<file path="config.mk">
export PLATFORM = sky130hd
export DESIGN_NAME = dns_query_encoder
export DESIGN_NICKNAME = d
export VERILOG_FILES = /design/src/dqe_pkg.sv /design/src/dqe_label_buf.sv /design/src/dns_query_encoder.sv
export SDC_FILE = /design/constraint.sdc
export NUM_CORES = 1
export LEC_CHECK = 0
export ABC_AREA = 1
export BUFFER_PORTS_ARGS = -buffer_cell sky130_fd_sc_hd__buf_2
export CAP_MARGIN = 30
export CORE_UTILIZATION = 46
export CTS_CLUSTER_SIZE = 30
export DETAILED_ROUTE_END_ITERATION = 8
export PLACE_DENSITY_LB_ADDON = 0.25
export SYNTH_ARGS = -nofsm -noshare
export SYNTH_HDL_FRONTEND = slang
export SYNTH_SLANG_ARGS = --single-unit
</file>
<file path="constraint.sdc">
create_clock -name clk -period 3.7 [get_ports clk]
set_input_delay 0.74 -clock clk [delete_from_list [all_inputs] [get_ports clk]]
set_output_delay 0.74 -clock clk [all_outputs]
set_load 0.1 [all_outputs]
</file>
<file path="src/dqe_pkg.sv">
// ----------------------------------------------------------------------------
// dqe_pkg
// Shared types, codes and the microcode table of the DNS query encoder.
// ----------------------------------------------------------------------------
package dqe_pkg;

	localparam int LABEL_MAX_DEF = 63;
	localparam logic [7:0] CHAR_DOT = 8'h2E;
	localparam int PC_W = 5;
	localparam int APB_AW = 4;

	typedef enum logic [1:0] {
		ACT_START   = 2'd0,
		ACT_CHAR    = 2'd1,
		ACT_END     = 2'd2,
		ACT_TRAILER = 2'd3
	} action_t;

	typedef enum logic [1:0] {
		REG_QUERY_ID   = 2'd0,
		REG_RECURSION  = 2'd1,
		REG_QUERY_TYPE = 2'd2
	} reg_idx_t;

	typedef struct packed {
		logic [1:0] action;
		logic [7:0] name_char;
	} item_t;

	typedef struct packed {
		logic [7:0] out_byte;
		logic       last;
		logic       label_overflow;
	} msg_t;

	// Source of the byte emitted by one microcode step.
	typedef enum logic [2:0] {
		SRC_ZERO,
		SRC_ONE,
		SRC_ID_HI,
		SRC_ID_LO,
		SRC_RD,
		SRC_QTYPE,
		SRC_COUNT,
		SRC_MEM
	} byte_src_t;

	// Sequencing after a step.
	typedef enum logic [1:0] {
		JMP_NEXT,
		JMP_DONE,
		JMP_IF_EMPTY,
		JMP_LOOP
	} jmp_t;

	typedef struct packed {
		byte_src_t src;
		logic      use_ovf;
		jmp_t      jmp;
	} ucode_t;

	// Control from the sequencer to the label buffer.
	typedef struct packed {
		logic wr;
		logic set_ovf;
		logic clear;
		logic rd;
	} lbuf_ctl_t;

	localparam logic [PC_W-1:0] PC_HEADER  = 5'd0;
	localparam logic [PC_W-1:0] PC_TRAILER = 5'd12;
	localparam logic [PC_W-1:0] PC_FLUSH   = 5'd17;

	function automatic ucode_t ucode_rom(input logic [PC_W-1:0] pc);
		ucode_t w;
		w = '{src: SRC_ZERO, use_ovf: 1'b0, jmp: JMP_NEXT};
		case (pc)
			5'd0: w.src = SRC_ID_HI;
			5'd1: w.src = SRC_ID_LO;
			5'd2: w.src = SRC_RD;
			5'd5: w.src = SRC_ONE;
			5'd11: w.jmp = JMP_DONE;
			5'd14: w.src = SRC_QTYPE;
			5'd16: begin
				w.src = SRC_ONE;
				w.jmp = JMP_DONE;
			end
			5'd17: begin
				w.src     = SRC_COUNT;
				w.use_ovf = 1'b1;
				w.jmp     = JMP_IF_EMPTY;
			end
			5'd18: begin
				w.src     = SRC_MEM;
				w.use_ovf = 1'b1;
				w.jmp     = JMP_LOOP;
			end
			default: w.src = SRC_ZERO;
		endcase
		return w;
	endfunction

endpackage

</file>
<file path="src/dqe_label_buf.sv">
// ----------------------------------------------------------------------------
// dqe_label_buf
// Pending label storage: character memory, fill count and overflow flag.
// ----------------------------------------------------------------------------
module dqe_label_buf
	import dqe_pkg::*;
#(
	parameter int LABEL_MAX = LABEL_MAX_DEF,
	localparam int CNT_W = $clog2(LABEL_MAX + 1),
	localparam int AW = (LABEL_MAX > 1) ? $clog2(LABEL_MAX) : 1
) (
	input  logic             clk,
	input  logic             arst_n,
	input  lbuf_ctl_t        ctl,
	input  logic [7:0]       wdata,
	input  logic [AW-1:0]    raddr,
	output logic [7:0]       rdata,
	output logic [CNT_W-1:0] count,
	output logic             ovf
);

	logic [7:0]       mem [LABEL_MAX];
	logic [7:0]       rdata_q;
	logic [CNT_W-1:0] count_q;
	logic             ovf_q;

	// New characters always land at the current fill position.
	always_ff @(posedge clk) begin
		if (ctl.wr) begin
			mem[count_q[AW-1:0]] <= wdata;
		end
		if (ctl.rd) begin
			rdata_q <= mem[raddr];
		end
	end

	always_ff @(posedge clk or negedge arst_n) begin
		if (!arst_n) begin
			count_q <= '0;
			ovf_q   <= 1'b0;
		end else if (ctl.clear) begin
			count_q <= '0;
			ovf_q   <= 1'b0;
		end else begin
			if (ctl.wr) begin
				count_q <= count_q + CNT_W'(1);
			end
			if (ctl.set_ovf) begin
				ovf_q <= 1'b1;
			end
		end
	end

	assign rdata = rdata_q;
	assign count = count_q;
	assign ovf   = ovf_q;

endmodule

</file>
<file path="src/dns_query_encoder.sv">
// ----------------------------------------------------------------------------
// dns_query_encoder
// Byte-serial DNS query message builder driven by a small microcode program.
// ----------------------------------------------------------------------------
//  Channel | Direction | Handshake             | Word
//  item    | in        | item_valid/item_ready | item_t (action, name_char)
//  msg     | out       | msg_valid/msg_ready   | msg_t (out_byte, last, label_overflow)
//  apb     | in        | psel/penable/pready   | 32-bit registers at 0x0, 0x4, 0x8
//
// A character word other than a dot only stores its character and produces nothing.
// A start word runs 12 steps, a trailer word 5, a label flush (dot or end of name)
// count+1 steps, or none for an end word with an empty label; one step per cycle
// while msg is not stalled, each emitting one byte. item_ready returns in the cycle
// after the last step, so a word holds the input until its last byte is stepped.
// The step rate is set by the single output register and the one read port of the
// label memory. A stalled msg channel freezes the step counter. Reset clears the
// control state and registers; the label memory holds no reset value and needs none.
// ----------------------------------------------------------------------------
module dns_query_encoder
	import dqe_pkg::*;
#(
	parameter int LABEL_MAX = LABEL_MAX_DEF
) (
	input  logic              clk,
	input  logic              arst_n,
	input  logic              item_valid,
	output logic              item_ready,
	input  item_t             item,
	output logic              msg_valid,
	input  logic              msg_ready,
	output msg_t              msg,
	input  logic              psel,
	input  logic              penable,
	input  logic              pwrite,
	input  logic [APB_AW-1:0] paddr,
	input  logic [31:0]       pwdata,
	output logic [31:0]       prdata,
	output logic              pready
);

	localparam int CNT_W = $clog2(LABEL_MAX + 1);
	localparam int AW = (LABEL_MAX > 1) ? $clog2(LABEL_MAX) : 1;

	logic [15:0]      query_id_q;
	logic             rd_flag_q;
	logic [1:0]       qtype_q;

	logic             busy_q;
	logic [PC_W-1:0]  pc_q;
	logic [CNT_W-1:0] rd_idx_q;
	logic             msg_valid_q;
	msg_t             msg_q;

	ucode_t           uc;
	logic             accept;
	logic             adv;
	logic             step_last;
	logic [7:0]       step_byte;
	logic             is_dot;
	logic             room;
	lbuf_ctl_t        lctl;
	logic [7:0]       mem_rdata;
	logic [CNT_W-1:0] count;
	logic             ovf;
	reg_idx_t         reg_idx;

	// ---------------- configuration port ----------------
	assign pready  = 1'b1;
	assign reg_idx = reg_idx_t'(paddr[3:2]);

	always_ff @(posedge clk or negedge arst_n) begin
		if (!arst_n) begin
			query_id_q <= '0;
			rd_flag_q  <= 1'b0;
			qtype_q    <= 2'd1;
		end else if (psel && penable && pwrite) begin
			case (reg_idx)
				REG_QUERY_ID:   query_id_q <= pwdata[15:0];
				REG_RECURSION:  rd_flag_q  <= pwdata[0];
				REG_QUERY_TYPE: qtype_q    <= pwdata[1:0];
				default: ;
			endcase
		end
	end

	always_comb begin
		case (reg_idx)
			REG_QUERY_ID:   prdata = {16'd0, query_id_q};
			REG_RECURSION:  prdata = {31'd0, rd_flag_q};
			REG_QUERY_TYPE: prdata = {30'd0, qtype_q};
			default:        prdata = '0;
		endcase
	end

	// ---------------- sequencer ----------------
	assign item_ready = !busy_q;
	assign accept     = item_valid && item_ready;
	assign is_dot     = item.name_char == CHAR_DOT;
	assign room       = count < CNT_W'(LABEL_MAX);
	assign uc         = ucode_rom(pc_q);
	assign adv        = busy_q && (!msg_valid_q || msg_ready);

	always_comb begin
		case (uc.jmp)
			JMP_DONE:     step_last = 1'b1;
			JMP_IF_EMPTY: step_last = count == '0;
			JMP_LOOP:     step_last = rd_idx_q == count;
			default:      step_last = 1'b0;
		endcase
	end

	always_comb begin
		case (uc.src)
			SRC_ONE:   step_byte = 8'd1;
			SRC_ID_HI: step_byte = query_id_q[15:8];
			SRC_ID_LO: step_byte = query_id_q[7:0];
			SRC_RD:    step_byte = {7'd0, rd_flag_q};
			SRC_QTYPE: step_byte = {6'd0, qtype_q};
			SRC_COUNT: step_byte = 8'(count);
			SRC_MEM:   step_byte = mem_rdata;
			default:   step_byte = 8'd0;
		endcase
	end

	always_ff @(posedge clk or negedge arst_n) begin
		if (!arst_n) begin
			busy_q   <= 1'b0;
			pc_q     <= PC_HEADER;
			rd_idx_q <= '0;
		end else if (accept) begin
			rd_idx_q <= '0;
			case (action_t'(item.action))
				ACT_START: begin
					busy_q <= 1'b1;
					pc_q   <= PC_HEADER;
				end
				ACT_TRAILER: begin
					busy_q <= 1'b1;
					pc_q   <= PC_TRAILER;
				end
				ACT_END: begin
					busy_q <= count != '0;
					pc_q   <= PC_FLUSH;
				end
				default: begin
					busy_q <= is_dot;
					pc_q   <= PC_FLUSH;
				end
			endcase
		end else if (adv) begin
			if (uc.src == SRC_COUNT || uc.src == SRC_MEM) begin
				rd_idx_q <= rd_idx_q + CNT_W'(1);
			end
			if (step_last) begin
				busy_q <= 1'b0;
			end else if (uc.jmp != JMP_LOOP) begin
				pc_q <= pc_q + PC_W'(1);
			end
		end
	end

	// The memory read for the next label byte is issued on the step before it
	// is emitted, so the registered read data lines up with the loop step.
	always_comb begin
		lctl.wr      = accept && action_t'(item.action) == ACT_CHAR && !is_dot && room;
		lctl.set_ovf = accept && action_t'(item.action) == ACT_CHAR && !is_dot && !room;
		lctl.clear   = adv && step_last;
		lctl.rd      = adv && (uc.src == SRC_COUNT || uc.src == SRC_MEM)
			&& rd_idx_q < CNT_W'(LABEL_MAX);
	end

	dqe_label_buf #(
		.LABEL_MAX(LABEL_MAX)
	) u_lbuf (
		.clk   (clk),
		.arst_n(arst_n),
		.ctl   (lctl),
		.wdata (item.name_char),
		.raddr (rd_idx_q[AW-1:0]),
		.rdata (mem_rdata),
		.count (count),
		.ovf   (ovf)
	);

	// ---------------- output register ----------------
	always_ff @(posedge clk or negedge arst_n) begin
		if (!arst_n) begin
			msg_valid_q <= 1'b0;
		end else if (adv) begin
			msg_valid_q <= 1'b1;
		end else if (msg_ready) begin
			msg_valid_q <= 1'b0;
		end
	end

	always_ff @(posedge clk) begin
		if (adv) begin
			msg_q.out_byte       <= step_byte;
			msg_q.last           <= step_last;
			msg_q.label_overflow <= uc.use_ovf && ovf;
		end
	end

	assign msg_valid = msg_valid_q;
	assign msg       = msg_q;

	// ---------------- assertions ----------------
	a_count_bound: assert property (@(posedge clk) disable iff (!arst_n)
		count <= CNT_W'(LABEL_MAX))
		else $error("label count beyond limit");

	a_last_ends: assert property (@(posedge clk) disable iff (!arst_n)
		adv && step_last |=> !busy_q && msg_valid && msg.last)
		else $error("last byte did not end the program");

	a_loop_index: assert property (@(posedge clk) disable iff (!arst_n)
		busy_q && uc.src == SRC_MEM |-> rd_idx_q != '0 && rd_idx_q <= count)
		else $error("label read index out of range");

endmodule
</file>
==> flow_summary.toml, run 1 <==
[status]
status = "complete, but fails checks"
violations = "design-rule violations"

[finish]
fin_util_pct = 52.4
area_growth_syn_to_layout_pct = 12.1
diodes = 0
post_route_cells_drive_above_1_share_pct = 9.85
instances_no_fill = 3256
layout.nets = 2588

[route]
drt_wl_total_um = 61000
met2_wirelength_um = 29000
met1_length_um = 26300
ant_nets = 0
routed-wl-met3_um = 4280
wire_per_inst_um = 18.7
drtIter0Drc = 1645
drc = 11
via_per_inst = 5.18
num_vias = 16900
dr.max_layer_used = "met4"
firstDrtPassIters = 7

[sta]
slew_viol_final = 0
rsz0062_at_grt = "false"
period_needed_ns = 2.82
finalHoldViolCount = 0
worstMarginPinSlew_ns = 1.13
skew_ns = 0.0193
fin_crit_sh_pct = 76.3
tns_ns = 0
max_freq_ghz = 0.354
relSlewSlack_pct = 24.4
setup_violations = 0

[power]
p_int_mw = 11.5
pwr-share-clk_pct = 30.5
p_sw_mw = 6.26
pwr-share-seq_pct = 42.2
vdd_ir_drop_max_uv = 448
p_leak_nw = 11.3
finalPower_mw = 17.7
p_comb_share_pct = 27.3
p_sw_share_pct = 35.3
powerDensity_mw_per_mm2 = 639

[clock_network]
htreeDepth = 2
cts_root_buffer = "clkbuf_16"
clk_path_buf_depth = 3
postCtsSetupBuffers = 0
numCtsBuffers = 57
insertion_delay_ns = 0.62
post_cts_resized = 0
cts.sinks = 561
path_clk_slew_ns = 0.06
cts_tree = "built"

[die]
core_mm2 = 0.0529
dieHeight_um = 234
dieArea_mm2 = 0.0547
num_rows = 84
io_pins = 98
die_width_um = 234
initial_utilization_pct = 46.8

[synth]
synth_ff_type = "edfxtp_1"
synth_cells = 2438
yosysSeqAreaShare_pct = 67.4
synthMuxAreaShare_pct = 0
synth_edf_count = 522
yosysWarnings = 0
synth_compound_area_share_pct = 2.84
synth_top_family_by_area = "simple AND/OR/NAND/NOR gates"
ys_async_sr_fraction_pct = 6.95
synth_area_leader_cell = "edfxtp_1"
synth_simple_gate_area_share_pct = 22.3
ys_types = 33
ys_seq_elements = 561
synth-xor-area-share_pct = 0.283
synthesis.area_mm2 = 0.0247
synth_top_cell_area_share_pct = 63.4
synth_fa_ha_area_share_pct = 0.557
synth.area.top_cells = "edfxtp_1, nand2_1, nand3_1"
syn_avg_cell_area_um2 = 10.1

[place]
dp_hpwl_um = 37300
placed_cells = 3152
portBuffers = 62
gp_congestion = 0.853

[min_path]
hold_depth = 3
hold_path.class = "in -> reg"

[worst_setup_path]
critPathLaunchType = "flip-flop"
worstSetupPathType = "reg -> reg"
crit_fanout = 15
cp.arrival_ns = 3.07
cp-end-kind = "flip-flop"
reg2reg_depth = 8
crit_required_ns = 3.95

[global_routing]
grt-ovfl-total = 0
antenna_found_initial = 2
grt_pass1_wl_um = 93600
grt_pass1_vias = 16200
grt_util_all_layers_pct = 22.8
grt_max_degree = 202

[job]
max_cap_violations = 0
## cells in the mapped netlist (3+ instances only)
cell	number
buf_4	28
xor2_1	8
ha_1	11
dfrtp_1	38
nor3_1	7
clkbuf_1	35
nor2_1	278
nand3_1	271
nand3_2	3
nand4_1	15
buf_2	68
o211ai_1	6
nand2_1	735
nand2_2	7
o21ai_1	3
inv_1	244
and3_1	8
nor2_2	4
or2_2	3
a21oi_1	35
o21ai_0	84
inv_2	7
edfxtp_1	522
nor2_4	3
## cell usage in the layout (no fill, tap or decap), types with 15 or more instances in the layout
master	count
nand4_1	15
dfrtp_1	36
clkinv_1	16
clkbuf_1	16
buf_2	62
nand3_1	271
clkbuf_16	59
edfxtp_1	522
o21ai_0	84
buf_4	76
conb_1	17
inv_1	243
nand2_1	735
a21oi_1	35
nor2_1	278
## kinds of logic (layout without fill, tap and decap cells)
family,Yosys count,in the layout
AO/OA/AOI/OAI,134,134
buffers and inverters,387,502
flip-flops,561,561
adder cells (fa/ha/maj),11,11
AND/OR/NAND/NOR,1335,1335
other,2,17
XOR/XNOR,8,8
## metrics by stage
stage	cell area, µm²	hold slack (ns)	setup WS [ns]
detailed placement	26000	0.484	0.477
global route	27700	0.368	0.693
CTS	27700	0.354	0.931
global placement	25900	0.476	0.540
floorplan	24800	0.444	0.465
finish	27700	0.378	0.877
## power by group through the flow
| stage | Clock (mW) | Combinational [mW] | Sequential [mW] |
|---|---|---|---|
| 2_1_floorplan | 0 | 3.20 | 7.85 |
| 3_3_place_gp | 0 | 4.76 | 7.59 |
| 3_5_place_dp | 0 | 4.82 | 7.59 |
| 4_1_cts | 5.49 | 4.84 | 7.46 |
| 5_1_grt | 5.73 | 5.34 | 7.49 |
| 6_report | 5.41 | 4.84 | 7.47 |
## state kept, by name, indices dropped and copies added, names as in the netlist, 2 cells and up
| name | cells |
|---|---|
| rd_idx_q | 6 |
| query_id_q | 16 |
| u_lbuf.count | 6 |
| u_lbuf.rdata | 8 |
| msg | 10 |
| pc_q | 5 |
| u_lbuf.mem | 504 |
| qtype_q | 2 |
## critical path: stages, from the launching register on
cell and delay, ns:
dfrtp_1 0.53, ha_1 0.30, nand2_1 0.10, inv_1 0.05, nand2_1 0.10, nand3_1 0.15, inv_2 0.27, nand2_1 0.33
nor2_1 0.62
## final cells by class
type / count / area (µm²)
inverter: 254 / 961
sequential: 561 / 16700
tap: 688 / 861
fill: 4667 / 25200
timing repair buffer: 145 / 1010
clock buffer: 76 / 1550
clock inverter: 27 / 181
multi-input combinational: 1505 / 6480
## layer usage
| layer | global-route usage, % | up-vias |
|---|---|---|
| met4 | 6.39 | 0 |
| met5 | 0 | - |
| li1 | - | 8147 |
| met2 | 37.5 | 577 |
| met3 | 3.98 | 90 |
| met1 | 31.2 | 8068 |
## worst paths after layout
| kind | from | slack (ns) | end |
|---|---|---|---|
| min in group asynchronous | arst_n | 0.53 | qtype_q[1] |
| min reg2reg | qtype_q[1] | 0.49 | qtype_q[1] |
| min | pwdata[12] | 0.38 | query_id_q[12] |
| max in group asynchronous | arst_n | 2.69 | rd_idx_q[0] |
| max | u_lbuf.count[0] | 0.88 | u_lbuf.mem[30][2] |
| max reg2reg | u_lbuf.count[0] | 0.88 | u_lbuf.mem[30][2] |
## repair_timing
item                                   4_1_cts  5_1_grt
hold buffers                                 1        0
setup endpoints to repair                    0        0
endpoints found under the hold margin        8        0
Power figures use the tool's default switching activity.
==> inputs of run 2 (changes only) <==
Settings changed: ABC_AREA 1 to 0.
Clock period 3.7 ns to 2.62 ns, I/O delays scaled along.
==> run 2 against run 1 <==
The run now ends clean. Via count decreased by 26%. Register-to-register slack got worse by 0.85 ns. Hold slack got worse by 0.34 ns. Count of clock-buffer cells in the layout decreased by 3. Die area decreased by 7.0%. Total power increased by 37%. Critical path depth increased by 1. Non-clock buffer count increased by 58. Sequential share of layout area increased by 1.4 points. Critical endpoint is now u_lbuf.rdata[4]. Highest routed layer unchanged.
==> flow_summary.toml, run 2 <==
[status]
status = "finished clean"

[clock_network]
numCtsBuffers = 55
insertion_delay_ns = 0.60
clk_path_buf_depth = 3
cts_root_buffer = "clkbuf_16"
htreeDepth = 2
cts_tree = "built"
cts.sinks = 561
path_clk_slew_ns = 0.06

[power]
p_sw_mw = 6.87
p_sw_share_pct = 28.4
p_int_mw = 17.3
powerDensity_mw_per_mm2 = 894
pwr-share-seq_pct = 42.7
vdd_ir_drop_max_uv = 512
p_comb_share_pct = 24.3
p_leak_nw = 8.91
pwr-share-clk_pct = 33.0
finalPower_mw = 24.2

[min_path]
hold_path.class = "in -> async"

[synth]
synth_cells = 1256
ys_types = 72
synth_top_cell_area_share_pct = 68.2
ys_async_sr_fraction_pct = 6.95
synthesis.area_mm2 = 0.0230
synth_area_leader_cell = "edfxtp_1"
synth_edf_count = 522
synth_commonest_cells = "edfxtp_1, mux4_2, nor2_1"
ys_seq_elements = 561
synth.area.top_cells = "edfxtp_1, mux4_2, dfrtp_1"
yosysMostFrequentCell = "edfxtp_1"
yosysSeqAreaShare_pct = 72.5
syn_avg_cell_area_um2 = 18.3
synth_ff_type = "edfxtp_1"
yosysWarnings = 0

[sta]
fin_crit_sh_pct = 99.1
setup_slack_ns = 0.0238
relSlewSlack_pct = 41.3
worstMarginPinSlew_ns = 0.881
skew_ns = 0.0133
setup_violations = 0
slew_viol_final = 0
rsz0062_at_grt = "true"
hold-worst-slack_ns = 0.0425
tns_ns = 0
period_needed_ns = 2.60
finalHoldViolCount = 0
max_freq_ghz = 0.385

[global_routing]
antenna_found_initial = 0
grt_max_degree = 64
grt-ovfl-total = 0
grt_pass1_vias = 12400
grt_util_all_layers_pct = 22.1
grt_pass1_wl_um = 81300

[worst_setup_path]
crit_top_cell = "buf_4"
cp.arrival_ns = 2.98
reg2reg_depth = 9
critPathSlowestCell = "dfrtp_4"
reg2reg_slack_ns = 0.02
worstSetupPathType = "reg -> reg"
crit_required_ns = 3.01
path_cells = "buf_12 -> buf_4 -> buf_4 -> or2_2 -> o31ai_1 -> a211o_1 -> a221oi_2 -> buf_4 -> o41ai_2"
critPathLaunchType = "flip-flop"
cp_slowest_stage_delay_ns = 0.51
crit_fanout = 7
cp-end-kind = "flip-flop"

[place]
placed_cells = 2025
gp_congestion = 0.884
pre_cts_ws_ns = -0.438
place_area_mm2 = 0.0248
portBuffers = 62
dp_hpwl_um = 35100

[finish]
fill_cells = 3741
layout.nets = 1500
post_route_cells_drive_above_1_share_pct = 33.0
fin_util_pct = 55.0
layout_common_cells = "edfxtp_1, mux4_2, buf_4"
largest_register_ffs = 504
mostFrequentLayoutCell = "edfxtp_1"
instances_no_fill = 2145
final_cell_area_mm2 = 0.0271
area_growth_syn_to_layout_pct = 17.8
diodes = 0

[route]
drc = 0
wire_per_inst_um = 25.5
num_vias = 12400
firstDrtPassIters = 5
ant_nets = 0
via_per_inst = 5.79
drt_wl_total_um = 54800
drtIter0Drc = 1227

[die]
core_mm2 = 0.0492
initial_utilization_pct = 46.7
dieArea_mm2 = 0.0508
dieHeight_um = 225
num_rows = 81
die_width_um = 225
io_pins = 98

[job]
max_cap_violations = 0
run 2: cell count changes after synthesis, moves of 18 or more:
cell / change
inv_1: -231
o21ai_0: -73
mux2i_1: +33
a21oi_1: -19
buf_2: -53
mux4_2: +114
nand2_1: -699
nor2_1: -188
and2_1: +18
nand3_1: -251
mux2_2: +29
run 2: path summary, 6_finish.rpt:
path,to,start
max in group asynchronous,rd_idx_q[0],arst_n
hold reg to reg,msg_valid,msg_valid
setup / recovery,u_lbuf.rdata[4],rd_idx_q[0]
min in group clk,query_id_q[8],pwdata[8]
setup reg to reg,u_lbuf.rdata[4],rd_idx_q[0]
hold / removal,pc_q[4],arst_n
run 2: kinds of logic after synthesis:
logic type | synth area share [%]
multiplexers | 14.2
buffers and inverters | 2.59
adder cells (fa/ha/maj) | 0.599
AO/OA/AOI/OAI | 4.06
other | 0.0327
XOR/XNOR | 0.686
flip-flops | 72.5
AND/OR/NAND/NOR | 5.31
run 2: layout make-up:
class                           instances  area, µm²  share of cell area [%]
Clock buffer                           73       1520                    5.60
Clock inverter                         29        310                    1.15
Inverter                               13       48.8                   0.180
Multi-Input combinational cell        602       5990                    22.1
Sequential cell                       561      16700                    61.6
Tap cell                              664        831                    3.07
Timing Repair Buffer                  203       1700                    6.27
run 2: critical path: cells and delay by family (launching register included):
family	cells	cell delay, ns
flip-flops	1	0.51
AND/OR/NAND/NOR	1	0.37
AO/OA/AOI/OAI	4	0.80
buffers and inverters	4	0.70
run 2: power by group through the flow:
stage | combinational, mW | clock [mW] | sequential (mW)
floorplan | 3.28 | 0 | 10.8
global placement | 5.33 | 0 | 10.5
detailed placement | 5.36 | 0 | 10.5
CTS | 5.54 | 8.11 | 10.3
global route | 6.19 | 8.42 | 10.3
finish | 5.88 | 7.99 | 10.3
run 2: what timing repair did:
| action | CTS | global route |
|---|---|---|
| hold buffers | 0 | 0 |
| pin swaps | 0 | 4 |
| setup endpoints to repair | 38 | 254 |
| resized for setup | 17 | 42 |
| buffers inserted | 2 | 14 |
| cloned | 1 | 1 |
run 2: per-layer routing:
metal  up-vias  global-route usage (%)  wire length (µm)
li1       5375                       -                 -
met1      6486                    32.0             24200
met2       468                    34.2             25500
met3        93                    3.39              3520
met4         0                    7.70              1600
met5         -                       0                 0
==> inputs of run 3 (changes only) <==
Settings changed: CTS_BUF_LIST from default to sky130_fd_sc_hd__clkbuf_4 sky130_fd_sc_hd__clkbuf_8.
==> run 3 against run 2 <==
The flow now finishes with violations (negative setup slack). Setup slack lost 0.088 ns. Maximum frequency shrank 3.3%. Combinational power shrank 2%. First-iteration DRC count shrank 3.7%. Core utilization shrank 0.21 points. Clock skew grew 0.027 ns. Total power shrank 2.1%.
==> flow_summary.toml, run 3 (synthesis results as in run 2) <==
[clock_network]
cts_root_buffer = "clkbuf_8"
htreeDepth = 3
numCtsBuffers = 88
clk_path_buf_depth = 3
cts.sinks = 561
cts_tree = "built"
insertion_delay_ns = 0.69
path_clk_slew_ns = 0.06

[sta]
setup_violations = 1
skew_ns = 0.0400
rsz0062_at_grt = "true"
tns_ns = -0.0640
period_needed_ns = 2.68
fin_crit_sh_pct = 102
worstMarginPinSlew_ns = 0.884
slew_viol_final = 0
finalHoldViolCount = 0
max_freq_ghz = 0.373
setup_slack_ns = -0.0640
relSlewSlack_pct = 41.0

[die]
dieArea_mm2 = 0.0508
num_rows = 81
core_mm2 = 0.0492
dieHeight_um = 225
initial_utilization_pct = 46.7
die_width_um = 225
io_pins = 98

[power]
powerDensity_mw_per_mm2 = 879
finalPower_mw = 23.7
vdd_ir_drop_max_uv = 345
p_leak_nw = 8.95

[route]
routed-wl-met3_um = 3920
dr.max_layer_used = "met4"
firstDrtPassIters = 6
via_per_inst = 5.75
ant_nets = 0
met2_wirelength_um = 25600
wire_per_inst_um = 25.2
met1_length_um = 24300
drc = 0
drtIter0Drc = 1182
num_vias = 12700
drt_wl_total_um = 55600

[place]
gp_congestion = 0.884
portBuffers = 62
dp_hpwl_um = 35100
placed_cells = 2025
place_area_mm2 = 0.0248

[global_routing]
grt_max_degree = 64
grt_pass1_vias = 12600
antenna_found_initial = 1
grt-ovfl-total = 0
grt_pass1_wl_um = 82400
grt_util_all_layers_pct = 22.5

[worst_setup_path]
crit_fanout = 7
worstSetupPathType = "reg -> reg"
crit_required_ns = 3.00
cp.arrival_ns = 3.06
critPathLaunchType = "flip-flop"
cp-end-kind = "flip-flop"

[finish]
layout.nets = 1533
instances_no_fill = 2208
post_route_cells_drive_above_1_share_pct = 34.7
mostFrequentLayoutCell = "edfxtp_1"
area_growth_syn_to_layout_pct = 17.3
layout_common_cells = "edfxtp_1, mux4_2, buf_4"
fin_util_pct = 54.8
final_cell_area_mm2 = 0.0270
largest_register_ffs = 504

[status]
status = "complete, but fails checks"
violations = "negative setup slack"

[job]
max_cap_violations = 0

[min_path]
hold_path.class = "in -> reg"
## run 3: repair_timing
item | 4_1_cts | 5_1_grt
endpoints found under the hold margin | 38 | 0
resized for setup | 16 | 28
hold buffers | 1 | 0
setup buffers | 1 | 14
cloned | 1 | 1
pin swaps | 0 | 2
endpoints found under the setup margin | 29 | 211
## run 3: worst paths after layout
| kind | from | to | slack [ns] | depth (start not counted) |
|---|---|---|---|---|
| max in group asynchronous | arst_n | rd_idx_q[1] | 1.45 | 2 |
| min in group asynchronous | arst_n | u_lbuf.count[5] | 0.49 | 2 |
| hold / removal | pwdata[8] | query_id_q[8] | 0.07 | 3 |
| setup / recovery | rd_idx_q[0] | u_lbuf.rdata[0] | -0.06 | 8 |
| hold reg to reg | msg_valid | msg_valid | 0.51 | 2 |
| setup reg to reg | rd_idx_q[0] | u_lbuf.rdata[0] | -0.06 | 8 |
## run 3: area by class of cell
| cell class | instances | area [µm²] |
|---|---|---|
| Sequential cell | 561 | 16700 |
| Fill cell | 3776 | 22200 |
| Clock inverter | 51 | 397 |
| Clock buffer | 113 | 1410 |
| Antenna cell | 1 | 2.50 |
| Timing Repair Buffer | 203 | 1660 |
| Tap cell | 664 | 831 |
| Inverter | 13 | 48.8 |
| Multi-Input combinational cell | 602 | 5940 |
## run 3: stage by stage
step | hold WS (ns) | worst slack (ns)
floorplan | 0.228 | -0.150
global placement | 0.489 | -0.361
detailed placement | 0.511 | -0.438
CTS | 0.0245 | 0.00147
global route | 0.0588 | -0.0740
finish | 0.0731 | -0.0640
## run 3: worst max-delay path, stage by stage (launching register included)
cell and delay [ns]:
dfrtp_4 0.50, buf_8 0.16, buf_4 0.18, buf_4 0.19
or2_2 0.37, o221ai_1 0.47, o22ai_2 0.25, nand2_1 0.13
o32ai_1 0.14
## run 3: report_power, final
part / internal [mW] / switching, mW
Sequential: 10.1 / 0.231
Clock: 4.13 / 3.45
Combinational: 2.44 / 3.34
Total: 16.7 / 7.02
## run 3: per-layer routing
metal  vias to the layer above  track usage [%]
met3                        99             4.69
met4                         0             9.37
li1                       5457                -
met2                       540             34.0
met5                         -                0
met1                      6591             31.8
